--- src/design/afb_pkg.sv ---
// afb_pkg: shared constants, codes and types of the astm frame builder
// used by afb_seq and astm_frame_builder; depends on nothing
`default_nettype none

package afb_pkg;

   // control characters of the line stream
   localparam logic [7:0] CHAR_STX = 8'h02;
   localparam logic [7:0] CHAR_ETX = 8'h03;
   localparam logic [7:0] CHAR_ETB = 8'h17;
   localparam logic [7:0] CHAR_CR  = 8'h0D;
   localparam logic [7:0] CHAR_LF  = 8'h0A;
   localparam logic [7:0] CHAR_ZERO = 8'h30;
   localparam logic [7:0] CHAR_UPPER_A = 8'h41;

   // input item kinds
   localparam logic [1:0] OP_DATA   = 2'd0;
   localparam logic [1:0] OP_EOR    = 2'd1;
   localparam logic [1:0] OP_NEWMSG = 2'd2;

   localparam logic [7:0] LIMIT_RESET = 8'd240;

   // byte slots of one item's output, in emission order
   localparam int NUM_SLOTS = 9;

   typedef enum logic [3:0] {
      SLOT_STX    = 4'd0,
      SLOT_DIGIT  = 4'd1,
      SLOT_DATA   = 4'd2,
      SLOT_CR1    = 4'd3,
      SLOT_TERM   = 4'd4,
      SLOT_HEX_HI = 4'd5,
      SLOT_HEX_LO = 4'd6,
      SLOT_CR2    = 4'd7,
      SLOT_LF     = 4'd8
   } slot_type;

   // bytes an item emits, one mask bit per slot
   typedef struct packed {
      logic [NUM_SLOTS-1:0] mask;
      logic [7:0]           digit;
      logic [7:0]           data;
      logic [7:0]           term;
      logic [7:0]           csum;
   } plan_type;

   function automatic logic [7:0] hex_char(input logic [3:0] nib);
      logic [7:0] res;
      if (nib < 4'd10) begin
         res = CHAR_ZERO + {4'd0, nib};
      end else begin
         res = CHAR_UPPER_A + {4'd0, nib} - 8'd10;
      end
      return res;
   endfunction

endpackage

`default_nettype wire

--- src/design/afb_seq.sv ---
// afb_seq: output sequencer, holds one item's byte plan and sends it a byte a cycle while rsp_tready is high
// depends on afb_pkg
`default_nettype none

module afb_seq import afb_pkg::*; (
   input  wire logic       clock,
   input  wire logic       reset,
   input  wire logic       load,
   input  wire plan_type   plan,
   output logic            can_load,
   output logic            rsp_tvalid,
   input  wire logic       rsp_tready,
   output logic [7:0]      rsp_tdata,
   output logic            rsp_tlast
);

   logic [NUM_SLOTS-1:0] mask_ff, mask_in;
   plan_type             plan_ff, plan_in;
   slot_type             slot;
   logic                 take;
   logic                 is_last;

   assign rsp_tvalid = |mask_ff;
   assign take       = rsp_tvalid && rsp_tready;
   assign is_last    = (mask_ff & (mask_ff - NUM_SLOTS'(1))) == '0;
   assign rsp_tlast  = is_last;
   assign can_load   = !rsp_tvalid || (take && is_last);

   // lowest pending slot
   always_comb begin
      slot = SLOT_STX;
      for (int i = NUM_SLOTS - 1; i >= 0; i--) begin
         if (mask_ff[i]) begin
            slot = slot_type'(4'(i));
         end
      end
   end

   always_comb begin
      case (slot)
         SLOT_STX:    rsp_tdata = CHAR_STX;
         SLOT_DIGIT:  rsp_tdata = plan_ff.digit;
         SLOT_DATA:   rsp_tdata = plan_ff.data;
         SLOT_CR1:    rsp_tdata = CHAR_CR;
         SLOT_TERM:   rsp_tdata = plan_ff.term;
         SLOT_HEX_HI: rsp_tdata = hex_char(plan_ff.csum[7:4]);
         SLOT_HEX_LO: rsp_tdata = hex_char(plan_ff.csum[3:0]);
         SLOT_CR2:    rsp_tdata = CHAR_CR;
         SLOT_LF:     rsp_tdata = CHAR_LF;
         default:     rsp_tdata = CHAR_LF;
      endcase
   end

   always_comb begin
      mask_in = mask_ff;
      plan_in = plan_ff;
      if (take) begin
         mask_in = mask_ff & (mask_ff - NUM_SLOTS'(1));
      end
      if (load) begin
         mask_in = plan.mask;
         plan_in = plan;
      end
   end

   always_ff @(posedge clock) begin
      if (reset) begin
         mask_ff <= '0;
      end else begin
         mask_ff <= mask_in;
      end
      plan_ff <= plan_in;
   end

endmodule

`default_nettype wire

--- src/design/astm_frame_builder.sv ---
// astm_frame_builder: top level, frames record bytes into astm low-level frames
// depends on afb_pkg and afb_seq
`default_nettype none

// channel   dir  handshake               payload
// req       in   req_tvalid/req_tready   tdata: data_byte  tuser: op
// rsp       out  rsp_tvalid/rsp_tready   tdata: out_byte   tlast: last
// csr       in   csr_valid/csr_ready     csr_data: frame_data_limit
//
// when an item is taken, its frame state registers are updated and its
// 0 to 9 output bytes are planned into the sequencer register
// the sequencer sends one byte per cycle while rsp_tready is high
// the next item is taken in the cycle its predecessor's last byte leaves
// synchronous active-high reset: limit 240, frame number 0, no frame open
// a stalled rsp side holds its byte; csr writes are always taken

module astm_frame_builder import afb_pkg::*; (
   input  wire logic       clock,
   input  wire logic       reset,
   // input items
   input  wire logic       req_tvalid,
   output logic            req_tready,
   input  wire logic [7:0] req_tdata,   // [7:0] data_byte
   input  wire logic [1:0] req_tuser,   // [1:0] op
   // result items
   output logic            rsp_tvalid,
   input  wire logic       rsp_tready,
   output logic [7:0]      rsp_tdata,   // [7:0] out_byte
   output logic            rsp_tlast,   // last
   // configuration
   input  wire logic       csr_valid,
   output logic            csr_ready,
   input  wire logic [7:0] csr_data     // [7:0] frame_data_limit
);

   logic [7:0] limit_ff, limit_in;
   logic [2:0] num_ff, num_in;
   logic [7:0] sum_ff, sum_in;
   logic [7:0] cnt_ff, cnt_in;
   logic       open_ff, open_in;

   logic       accept;
   logic       can_load;
   plan_type   plan;

   // working values of the item
   logic [7:0] lim_eff;
   logic [2:0] num_open;
   logic [7:0] digit;
   logic [7:0] sum_base;
   logic [7:0] cnt_base;
   logic [7:0] sum_data;
   logic [7:0] cnt_data;
   logic       close_etb;

   assign csr_ready  = 1'b1;
   assign req_tready = can_load;
   assign accept     = req_tvalid && req_tready;

   assign limit_in = (csr_valid && csr_ready) ? csr_data : limit_ff;

   // a zero limit closes after every byte
   assign lim_eff  = (limit_ff == 8'd0) ? 8'd1 : limit_ff;
   assign num_open = num_ff + 3'd1;
   assign digit    = CHAR_ZERO + {5'd0, num_open};

   // an item that finds no frame open starts one
   assign sum_base  = open_ff ? sum_ff : digit;
   assign cnt_base  = open_ff ? cnt_ff : 8'd0;
   assign sum_data  = sum_base + req_tdata;
   assign cnt_data  = cnt_base + 8'd1;
   assign close_etb = cnt_data >= lim_eff;

   always_comb begin
      num_in     = num_ff;
      sum_in     = sum_ff;
      cnt_in     = cnt_ff;
      open_in    = open_ff;
      plan.mask  = '0;
      plan.digit = digit;
      plan.data  = req_tdata;
      plan.term  = CHAR_ETX;
      plan.csum  = sum_base + CHAR_CR + CHAR_ETX;
      if (accept) begin
         case (req_tuser)
            OP_DATA: begin
               plan.mask[SLOT_DATA] = 1'b1;
               if (!open_ff) begin
                  plan.mask[SLOT_STX]   = 1'b1;
                  plan.mask[SLOT_DIGIT] = 1'b1;
                  num_in                = num_open;
               end
               plan.term = CHAR_ETB;
               plan.csum = sum_data + CHAR_CR + CHAR_ETB;
               if (close_etb) begin
                  plan.mask[SLOT_CR1]    = 1'b1;
                  plan.mask[SLOT_TERM]   = 1'b1;
                  plan.mask[SLOT_HEX_HI] = 1'b1;
                  plan.mask[SLOT_HEX_LO] = 1'b1;
                  plan.mask[SLOT_CR2]    = 1'b1;
                  plan.mask[SLOT_LF]     = 1'b1;
                  sum_in  = 8'd0;
                  cnt_in  = 8'd0;
                  open_in = 1'b0;
               end else begin
                  sum_in  = sum_data;
                  cnt_in  = cnt_data;
                  open_in = 1'b1;
               end
            end
            OP_EOR: begin
               // end of record with no open frame sends an empty frame
               if (!open_ff) begin
                  plan.mask[SLOT_STX]   = 1'b1;
                  plan.mask[SLOT_DIGIT] = 1'b1;
                  num_in                = num_open;
               end
               plan.mask[SLOT_CR1]    = 1'b1;
               plan.mask[SLOT_TERM]   = 1'b1;
               plan.mask[SLOT_HEX_HI] = 1'b1;
               plan.mask[SLOT_HEX_LO] = 1'b1;
               plan.mask[SLOT_CR2]    = 1'b1;
               plan.mask[SLOT_LF]     = 1'b1;
               sum_in  = 8'd0;
               cnt_in  = 8'd0;
               open_in = 1'b0;
            end
            OP_NEWMSG: begin
               // open frame dropped silently
               num_in  = 3'd0;
               sum_in  = 8'd0;
               cnt_in  = 8'd0;
               open_in = 1'b0;
            end
            default: begin
               // unused code: no bytes, state kept
            end
         endcase
      end
   end

   always_ff @(posedge clock) begin
      if (reset) begin
         limit_ff <= LIMIT_RESET;
         num_ff   <= 3'd0;
         sum_ff   <= 8'd0;
         cnt_ff   <= 8'd0;
         open_ff  <= 1'b0;
      end else begin
         limit_ff <= limit_in;
         num_ff   <= num_in;
         sum_ff   <= sum_in;
         cnt_ff   <= cnt_in;
         open_ff  <= open_in;
      end
   end

   // byte sequencer, also the output register
   afb_seq u_seq (
      .clock      (clock),
      .reset      (reset),
      .load       (accept),
      .plan       (plan),
      .can_load   (can_load),
      .rsp_tvalid (rsp_tvalid),
      .rsp_tready (rsp_tready),
      .rsp_tdata  (rsp_tdata),
      .rsp_tlast  (rsp_tlast)
   );

   // a data byte always produces output
   a_data_emits: assert property (@(posedge clock) disable iff (reset)
      (accept && req_tuser == OP_DATA) |=> rsp_tvalid)
      else $error("data item produced no output");

   // closed frame leaves no partial sum or count behind
   a_closed_clean: assert property (@(posedge clock) disable iff (reset)
      !open_ff |-> (sum_ff == 8'd0 && cnt_ff == 8'd0))
      else $error("stale frame state with no frame open");

   // an empty sequencer never blocks the input
   a_idle_ready: assert property (@(posedge clock) disable iff (reset)
      !rsp_tvalid |-> req_tready)
      else $error("input stalled with sequencer empty");

   // end of record always ends its output with lf
   a_eor_lf: assert property (@(posedge clock) disable iff (reset)
      (rsp_tvalid && rsp_tlast && $past(accept) && $past(req_tuser) == OP_EOR)
      |-> rsp_tdata == CHAR_LF)
      else $error("end of record output not closed by lf");

endmodule

`default_nettype wire

--- config.mk ---
export PLATFORM = sky130hd
export DESIGN_NAME = astm_frame_builder
export DESIGN_NICKNAME = d
export VERILOG_FILES = /design/src/design/afb_pkg.sv /design/src/design/afb_seq.sv /design/src/design/astm_frame_builder.sv
export SDC_FILE = /design/constraint.sdc
export NUM_CORES = 1
export LEC_CHECK = 0
export BUFFER_PORTS_ARGS = -buffer_cell sky130_fd_sc_hd__buf_2
export CAP_MARGIN = 25
export CORE_MARGIN = 5
export CORE_UTILIZATION = 45
export CTS_BUF_LIST = sky130_fd_sc_hd__clkbuf_8
export CTS_CLUSTER_SIZE = 28
export DETAILED_ROUTE_END_ITERATION = 6
export GPL_ROUTABILITY_DRIVEN = 0
export GPL_TIMING_DRIVEN = 0
export PLACE_DENSITY = 0.71
export RECOVER_POWER = 50
export SYNTH_ARGS = -nofsm -noshare
export SYNTH_HDL_FRONTEND = slang
export SYNTH_HIERARCHICAL = 1
export SYNTH_SLANG_ARGS = --single-unit
--- constraint.sdc ---
create_clock -name clock -period 11.7 [get_ports clock]
set_clock_uncertainty 0.15 [all_clocks]
set_input_delay 1.755 -clock clock [delete_from_list [all_inputs] [get_ports clock]]
set_output_delay 1.755 -clock clock [all_outputs]
set_load 0.1 [all_outputs]
==> flow_metrics.py, run 1 <==
metrics = {
    "setup_path": {
        "reg2reg_depth": 8,
        "r2r_start": "u_seq/mask_ff[3]",
        "crit_arrival_ns": 3.12,
        "r2r-end": "u_seq/plan_ff[22]",
        "crit_fanout": 5,
        "worstSetupPathType": "in -> out",
        "r2r_slack_ns": 7.49,
        "cp-start-kind": "input port",
        "cp-end-kind": "primary output",
        "critical_path_required_ns": 9.80,
    },
    "layout": {
        "drive_gt1_share_pct": 13.1,
        "syn2layout_area_growth_pct": 12.0,
        "layout.nets": 547,
        "n_antenna_cell": 0,
        "final_cell_area_sq_um": 4620,
    },
    "floorplan": {
        "io_pins": 35,
        "fp.dieH_microns": 106,
        "die_w_microns": 106,
        "fp.dieArea_sq_um": 11200,
        "core-area_sq_um": 9110,
        "row_count": 35,
        "initial_utilization_pct": 45.3,
    },
    "synth": {
        "synth_area_sq_um": 4130,
        "ys_async_sr_fraction_pct": 0,
        "ys_seq_area_share_pct": 41.2,
        "synth.avg_cell_area_sq_um": 9.32,
        "ys_ff_latch": 69,
        "synthFlopType": "dfxtp_1",
        "synth_warnings": 6,
        "synthDistinctLibCells": 62,
        "synth_edf_count": 32,
        "synthCells": 443,
    },
    "global_route": {
        "grt_pass1_wl_mm": 16.3,
        "antenna_found_initial": 0,
        "grt_pass1_vias": 3441,
        "grt_overflow": 0,
        "grt_max_degree": 28,
        "grt.total_usage_pct": 18.0,
    },
    "min_path": {
        "hold_class": "reg -> reg",
        "hold_start": "sum_ff[0]",
        "min_to": "sum_ff[0]",
        "min_path_cells": 2,
    },
    "clocking": {
        "h-tree-depth": 3,
        "cts_resized": 0,
        "clkTransAtPathRegs_ns": 0.07,
        "cts_buffers": 9,
        "cts_hold_buf": 0,
        "worstSkewPairLatency_ns": 0.34,
        "cts_tree": "done",
        "clock-sinks": 69,
        "root_buffer": "clkbuf_8",
        "clk_path_buf_depth": 2,
        "post_cts_buffers": 0,
    },
    "sta": {
        "slew_violations": 0,
        "slew_headroom_pct": 7.39,
        "rsz0062_at_grt": "no",
        "final.setup.tns_ns": 0,
        "tightest_slew_ns": 1.39,
        "finalCritPeriodShare_pct": 43.0,
        "setup_violations": 0,
        "min_period_ns": 5.03,
        "finalHoldViolCount": 0,
        "clock.fmax_mhz": 199,
    },
    "routing": {
        "firstDrtPassIters": 4,
        "wl_mm": 9.67,
        "vias": 3465,
        "avgViaCountPerCell": 5.65,
        "antenna_left": 0,
        "route.detailed.drc": 0,
        "drt_iter0_markers": 155,
        "wire_per_inst_microns": 15.8,
    },
    "pwr": {
        "sw_frac_of_total_pct": 34.2,
        "powerDensity_nw_per_um2": 129,
        "internal-power_mw": 0.394,
        "p_comb_share_pct": 25.1,
        "p_seq_share_pct": 47.0,
        "peakVddDrop_mv": 0.0512,
        "switching_power_mw": 0.205,
        "clockPowerShare_pct": 27.9,
        "power_leakage_nw": 1.88,
    },
    "place": {
        "portBuffers": 32,
        "placedInstanceArea_sq_um": 4490,
        "dp.final_hpwl_mm": 7.46,
    },
    "flow_run": {
        "cap_violations": 0,
    },
    "outcome": {
        "status": "completed",
    },
}
## how the worst max path moves through the flow
stage                          start  depth (start not counted)                to
after floorplan           rsp_tready                          7  u_seq/plan_ff[3]
after global routing      rsp_tready                          4        req_tready
after global placement    rsp_tready                          8  u_seq/plan_ff[5]
after detailed placement  rsp_tready                          4        req_tready
final                     rsp_tready                          4        req_tready
after CTS                 rsp_tready                          4        req_tready
## worst max-delay path, stage by stage
cell and delay, ns:
clkbuf_1 0.22, inv_1 0.12, o31ai_1 0.49, buf_2 0.53
## registers in the layout (all words and copies together) (netlist names)
name           flops
open_ff            1
u_seq/plan_ff     32
num_ff             3
cnt_ff             8
sum_ff             8
limit_ff           8
u_seq/mask_ff      9
## power groups by stage
stage	Combinational (mW)	Sequential, mW	Clock, mW
finish	0.150	0.281	0.167
floorplan	0.117	0.283	0
global route	0.166	0.283	0.182
detailed placement	0.152	0.287	0
CTS	0.153	0.281	0.171
global placement	0.145	0.286	0
## per-layer routing
metal  track usage (%)  vias to the layer above  wire, microns
met1              21.9                     1637           4220
li1                  -                     1721              -
met2              31.4                       91           4850
met5                 0                        -              0
met4              7.59                        0            162
met3              3.06                       16            431
## cell usage in the layout, fill, tap and decap left out, types with 3 or more instances in the layout
master    count
nand3_1      11
conb_1       12
xnor2_1      11
a22oi_1       7
or3_1         3
edfxtp_1     32
nand2b_1      4
o211ai_1      4
clkbuf_1     22
a31oi_1       3
nor2b_1       6
o22ai_1       5
nor2_1       45
clkbuf_8      9
o21ai_1       3
ha_1         26
nor3_1        5
dfxtp_1      37
nor3b_1       3
mux2_2        5
a21o_1        4
inv_1        26
buf_4         3
nor4_1        3
nand3b_1      4
xor2_1        6
a21oi_1      31
nand2_1      34
mux2i_1       6
a32oi_1      19
buf_2        28
o21ai_0      23
and2_1        8
and3_1        8
## through the flow
stage | utilization (%) | power [mW] | hold WS [ns] | std cells | setup WS, ns
2_1_floorplan | - | 0.401 | 0.296 | 453 | 5.14
3_3_place_gp | 49.0 | 0.431 | 0.312 | 596 | 6.39
3_5_place_dp | 49.3 | 0.439 | 0.325 | 597 | 6.83
4_1_cts | 51.2 | 0.605 | 0.346 | 613 | 6.83
5_1_grt | 50.8 | 0.630 | 0.380 | 613 | 6.67
6_report | 50.8 | 0.598 | 0.344 | 613 | 6.67
## logic make-up after synthesis
kind of cell / Yosys count / share of synthesized area, %
compound gates: 119 / 19.6
xor+xnor: 17 / 3.60
other cells: 2 / 0.182
buf+inv: 49 / 4.91
fa+ha+maj: 27 / 8.36
flops: 69 / 41.2
simple gates: 149 / 19.3
mux: 11 / 2.82
## synthesized netlist by cell type (3+ instances only)
cell	n	share of area (%)
nor2_1	45	4.1
dfxtp_1	37	18
nand2_1	34	3.1
edfxtp_1	32	23
a21oi_1	31	3.8
ha_1	26	7.9
inv_1	26	2.4
o21ai_0	23	2.8
a32oi_1	19	4.0
nand3_1	11	1.3
xnor2_1	11	2.3
clkbuf_1	10	0.91
and2_1	8	1.2
and3_1	8	1.2
a22oi_1	7	1.3
buf_2	6	0.73
mux2i_1	6	1.5
nor2b_1	6	0.91
xor2_1	6	1.3
mux2_2	5	1.4
nor3_1	5	0.61
o22ai_1	5	0.76
a21o_1	4	0.73
nand2b_1	4	0.61
nand3b_1	4	0.73
o211ai_1	4	0.73
a31oi_1	3	0.45
buf_1	3	0.27
buf_4	3	0.55
nor3b_1	3	0.55
nor4_1	3	0.45
o21ai_1	3	0.36
or3_1	3	0.45
## cell type report
class | count | area (sq um)
buffer | 22 | 101
clock buffer | 9 | 124
clock inverter | 7 | 42.5
fill | 853 | 4480
inverter | 27 | 101
multi-input combinational | 335 | 2260
sequential | 69 | 1700
tap | 111 | 139
timing repair buffer | 33 | 151
No activity file was read; power rests on OpenSTA's default activity.
==> run 2: changes to the inputs <==
clock period = 4.9 ns   (was 11.7 ns; I/O delays follow)
==> run 2 against run 1 <==
Utilization fell by 0.082 points; via count decreased by 0.89%; register-to-register slack got worse by 7.0 ns; sequential cell count unchanged; count of clock-buffer cells in the layout is the same; total power up 140%; sequential share of layout area is 0.060 points higher; setup slack got worse by 6.1 ns; sequential power grew 140%; hold slack improved by 0.0040 ns; critical path type is now reg -> reg; critical endpoint is now u_seq/plan_ff[3]; highest routed layer unchanged.
==> flow_metrics.py, run 2 (synthesis gave the netlist of run 1 again) <==
metrics = {
    "layout": {
        "layout.nets": 547,
        "largest_register": "u_seq/plan_ff",
        "drive_gt1_share_pct": 12.7,
        "syn2layout_area_growth_pct": 11.8,
        "layout_common_cells": "nor2_1 (45), dfxtp_1 (37), nand2_1 (34), edfxtp_1 (32), a21oi_1 (31)",
        "final_common_cell": "nor2_1",
        "n_antenna_cell": 0,
        "largest_reg_flops": 32,
        "reg_top3": "u_seq/plan_ff (32), u_seq/mask_ff (9)",
    },
    "floorplan": {
        "die_w_microns": 106,
        "fp.dieH_microns": 106,
        "initial_utilization_pct": 45.3,
        "core-area_sq_um": 9110,
        "fp.dieArea_sq_um": 11200,
        "row_count": 35,
        "io_pins": 35,
    },
    "pwr": {
        "power.total_mw": 1.43,
        "peakVddDrop_mv": 0.132,
        "power_leakage_nw": 1.86,
        "powerDensity_nw_per_um2": 310,
    },
    "sta": {
        "rsz0062_at_grt": "no",
        "slew_headroom_pct": 7.35,
        "finalCritPeriodShare_pct": 89.3,
        "tightest_slew_ns": 1.39,
        "slew_violations": 0,
        "min_period_ns": 4.37,
        "setup_violations": 0,
        "final.setup.tns_ns": 0,
        "clock.fmax_mhz": 229,
        "finalHoldViolCount": 0,
    },
    "clocking": {
        "root_buffer": "clkbuf_8",
        "post_cts_buffers": 0,
        "clock-sinks": 69,
        "h-tree-depth": 3,
        "cts_buffers": 9,
        "cts_resized": 0,
        "clkTransAtPathRegs_ns": 0.08,
        "worstSkewPairLatency_ns": 0.34,
        "clk_path_buf_depth": 2,
        "cts_hold_buf": 0,
        "cts_tree": "done",
    },
    "setup_path": {
        "crit_arrival_ns": 4.17,
        "crit_end": "u_seq/plan_ff[3]",
        "path_buf_inv": 3,
        "crit_family": "buffers and inverters",
        "r2r_slack_ns": 0.53,
        "r2r_start": "u_seq/mask_ff[3]",
        "reg2reg_depth": 8,
        "crit_fanout": 27,
        "cpMostUsedCell": "clkbuf_1",
        "critical_path_required_ns": 4.70,
        "worstPathCellList": "clkbuf_1 -> or4_1 -> a2111oi_0 -> nor2_1 -> o31ai_1 -> nand2_1 -> inv_1 -> clkbuf_1",
        "cp_slowest_cell": "clkbuf_1",
        "cp-end-kind": "register",
        "critPathLaunch": "u_seq/mask_ff[3]",
        "worstSetupPathType": "reg -> reg",
        "crit_cells": 8,
        "r2r-end": "u_seq/plan_ff[3]",
        "cp_slowest_stage_delay_ns": 1.07,
        "cp-start-kind": "register",
    },
    "place": {
        "portBuffers": 32,
        "dp.final_hpwl_mm": 7.30,
    },
    "global_route": {
        "grt.total_usage_pct": 17.4,
        "grt_max_degree": 28,
        "grt_overflow": 0,
        "grt_pass1_wl_mm": 15.7,
        "grt_pass1_vias": 3252,
        "antenna_found_initial": 0,
    },
    "routing": {
        "avgViaCountPerCell": 5.60,
        "firstDrtPassIters": 6,
        "drt_iter0_markers": 195,
        "antenna_left": 0,
        "wire_per_inst_microns": 15.5,
        "wl_mm": 9.51,
        "route.detailed.drc": 0,
        "vias": 3434,
    },
    "min_path": {
        "hold_class": "reg -> reg",
        "hold_start": "sum_ff[3]",
        "min_path_cells": 2,
    },
    "flow_run": {
        "cap_violations": 0,
    },
    "outcome": {
        "status": "completed",
    },
}
[run 2: layout make-up]
class,instances,area [sq um]
clock inverter,7,42.5
tap,111,139
clock buffer,9,124
multi-input combinational,335,2260
inverter,27,101
sequential,69,1700
timing repair buffer,33,151
fill,867,4490
buffer,22,97.6
[run 2: report_power, final]
group          leakage (nW)  internal, mW  total, mW  switching [mW]
Combinational          1.18         0.110      0.355           0.245
Clock                0.0723         0.179      0.402           0.223
Sequential            0.613         0.648      0.672          0.0237
[run 2: worst register-to-register path, cell delays in order, from the launching register on]
cell and delay, ns:
dfxtp_1 0.31, clkbuf_1 0.22, or4_1 0.66, a2111oi_0 0.37
nor2_1 0.13, o31ai_1 0.45, nand2_1 0.16, inv_1 0.45
clkbuf_1 1.07
[run 2: per-stage QoR]
| step | area, sq um | cells | hold slack [ns] | setup WS (ns) | util [%] |
|---|---|---|---|---|---|
| 3_3_place_gp | 4480 | 596 | 0.313 | 0.367 | 49.2 |
| 6_report | 4620 | 613 | 0.348 | 0.525 | 50.7 |
| 5_1_grt | 4620 | 613 | 0.384 | 0.325 | 50.7 |
| 4_1_cts | 4670 | 613 | 0.353 | 0.892 | 51.3 |
| 2_1_floorplan | 4180 | 453 | 0.296 | 0.374 | - |
| 3_5_place_dp | 4510 | 597 | 0.333 | 0.923 | 49.5 |
[run 2: worst min path at each step]
| stage | end |
|---|---|
| finish | sum_ff[3] |
| global route | sum_ff[3] |
| CTS | num_ff[1] |
| detailed placement | num_ff[1] |
| global placement | sum_ff[0] |
| floorplan | sum_ff[3] |
[run 2: routing by layer]
metal,track usage (%),vias to the layer above,wire [microns],share of wire [%]
met1,22.4,1617,4270,45
li1,-,1727,-,-
met3,3.12,15,373,3.9
met4,5.83,0,165,1.7
met2,29.5,75,4700,49
met5,0,-,0,0
==> run 3: changes to the inputs <==
BUFFER_PORTS_ARGS = -buffer_cell sky130_fd_sc_hd__clkbuf_2   (was -buffer_cell sky130_fd_sc_hd__buf_2)
==> run 3 against run 2 <==
Wire length is 1.7% higher; sequential power hardly changed; global-route usage rose by 0.49 points; die area unchanged; clock power increased by 28%; largest power group unchanged; critical path depth stayed put; combinational power barely moved; register-to-register slack improved by 0.12 ns; largest cell class unchanged; maximum frequency is 2.9% higher; via count up 1.8%; highest routed layer unchanged; count of clock-buffer cells in the layout is the same.
==> flow_metrics.py, run 3 (synthesis gave the netlist of run 1 again) <==
metrics = {
    "outcome": {
        "status": "completed",
    },
    "place": {
        "dp.cells": 597,
        "dp.final_hpwl_mm": 7.36,
        "portBuffers": 32,
    },
    "layout": {
        "layout.nets": 547,
        "reg_top3": "u_seq/plan_ff (32), u_seq/mask_ff (9)",
        "fillers": 842,
        "final_common_cell": "nor2_1",
        "final_cells": 613,
        "syn2layout_area_growth_pct": 13.4,
        "n_antenna_cell": 0,
        "layout_common_cells": "nor2_1 (45), dfxtp_1 (37), nand2_1 (34), edfxtp_1 (32), a21oi_1 (31)",
        "largest_register": "u_seq/plan_ff",
        "largest_reg_flops": 32,
        "drive_gt1_share_pct": 13.1,
    },
    "sta": {
        "finalCritPeriodShare_pct": 86.7,
        "rsz0062_at_grt": "no",
        "setup_violations": 0,
        "final.setup.tns_ns": 0,
        "clock.fmax_mhz": 235,
        "slew_violations": 0,
        "tightest_slew_ns": 1.20,
        "finalHoldViolCount": 0,
        "slew_headroom_pct": 20.7,
        "min_period_ns": 4.25,
    },
    "global_route": {
        "grt_pass1_wl_mm": 16.2,
        "grt_overflow": 0,
        "grt_max_degree": 28,
        "grt_pass1_vias": 3407,
        "antenna_found_initial": 0,
        "grt.total_usage_pct": 17.9,
    },
    "setup_path": {
        "cp_slowest_stage_delay_ns": 1.02,
        "crit_arrival_ns": 4.06,
        "path_buf_inv": 3,
        "crit_family": "buffers and inverters",
        "r2r_slack_ns": 0.65,
        "worstPathCellList": "clkbuf_1 -> or4_1 -> a2111oi_0 -> nor2_1 -> o31ai_1 -> nand2_1 -> inv_1 -> dlymetal6s4s_1",
        "cp-start-kind": "register",
        "crit_fanout": 27,
        "critPathLaunch": "u_seq/mask_ff[3]",
        "cp_slowest_cell": "dlymetal6s4s_1",
        "r2r-end": "u_seq/plan_ff[0]",
        "r2r_start": "u_seq/mask_ff[3]",
        "reg2reg_depth": 8,
        "crit_cells": 8,
        "critical_path_required_ns": 4.71,
        "cp-end-kind": "register",
        "worstSetupPathType": "reg -> reg",
    },
    "pwr": {
        "peakVddDrop_mv": 0.110,
        "switching_power_mw": 0.496,
        "p_seq_share_pct": 43.5,
        "powerDensity_nw_per_um2": 330,
        "clockPowerShare_pct": 33.3,
        "power_leakage_nw": 1.91,
        "sw_frac_of_total_pct": 32.1,
        "p_comb_share_pct": 23.2,
        "internal-power_mw": 1.05,
    },
    "floorplan": {
        "fp.dieH_microns": 106,
        "die_w_microns": 106,
        "row_count": 35,
        "core-area_sq_um": 9110,
        "fp.dieArea_sq_um": 11200,
        "io_pins": 35,
        "initial_utilization_pct": 45.3,
    },
    "min_path": {
        "min_to": "num_ff[1]",
        "hold_class": "reg -> reg",
        "hold_start": "num_ff[1]",
        "min_path_cells": 2,
    },
    "clocking": {
        "clk_path_buf_depth": 2,
        "clock-sinks": 69,
        "cts_resized": 0,
        "post_cts_buffers": 0,
        "clkTransAtPathRegs_ns": 0.07,
        "cts_tree": "done",
        "cts_buffers": 9,
        "h-tree-depth": 3,
        "root_buffer": "clkbuf_8",
        "worstSkewPairLatency_ns": 0.34,
        "cts_hold_buf": 0,
    },
    "routing": {
        "wl_mm": 9.67,
        "firstDrtPassIters": 5,
        "antenna_left": 0,
        "route.detailed.drc": 0,
        "drt_iter0_markers": 179,
        "avgViaCountPerCell": 5.70,
        "wire_per_inst_microns": 15.8,
        "vias": 3495,
    },
    "flow_run": {
        "cap_violations": 0,
    },
}
[run 3: through the flow]
stage	hold slack [ns]	utilization [%]	area, sq um	power [mW]	setup slack (ns)
after floorplan	0.296	-	4180	0.959	0.374
after global placement	0.313	49.2	4480	1.03	0.377
after detailed placement	0.322	49.5	4510	1.05	0.955
after CTS	0.347	51.9	4730	1.56	0.896
after global routing	0.379	51.4	4680	1.62	0.331
final	0.351	51.4	4680	1.54	0.650
[run 3: worst max-delay path by stage]
stage / endpoint / slack [ns]
6_report: u_seq/plan_ff[0] / 0.65
3_5_place_dp: u_seq/mask_ff[8] / 0.95
3_3_place_gp: u_seq/plan_ff[5] / 0.38
5_1_grt: u_seq/plan_ff[16] / 0.33
2_1_floorplan: u_seq/plan_ff[3] / 0.37
4_1_cts: u_seq/mask_ff[8] / 0.90
[run 3: tightest hold or removal path: stages, from the launching register on]
cell	delay, ns
dfxtp_1	0.34
a21oi_1	0.06
nor2_1	0.07
[run 3: per-layer routing]
metal | part of all wire, % | GRT usage [%] | up-vias
li1 | - | - | 1719
met1 | 44 | 21.4 | 1670
met2 | 50 | 32.1 | 91
met3 | 3.8 | 3.06 | 15
met4 | 1.9 | 6.38 | 0
met5 | 0 | 0 | -
[run 3: cell type report]
cell class | instances | area (sq um) | area share [%]
clock inverter | 7 | 98.8 | 2.11
clock buffer | 9 | 124 | 2.65
buffer | 22 | 97.6 | 2.08
multi-input combinational | 335 | 2260 | 48.3
sequential | 69 | 1700 | 36.3
inverter | 27 | 101 | 2.16
timing repair buffer | 33 | 160 | 3.42
tap | 111 | 139 | 2.97
[run 3: power groups by stage]
| stage | clock, mW | sequential, mW | combinational [mW] |
|---|---|---|---|
| final | 0.513 | 0.672 | 0.358 |
| after global routing | 0.547 | 0.676 | 0.393 |
| after CTS | 0.524 | 0.671 | 0.366 |
| after detailed placement | 0 | 0.684 | 0.364 |
| after global placement | 0 | 0.683 | 0.349 |
| after floorplan | 0 | 0.676 | 0.282 |
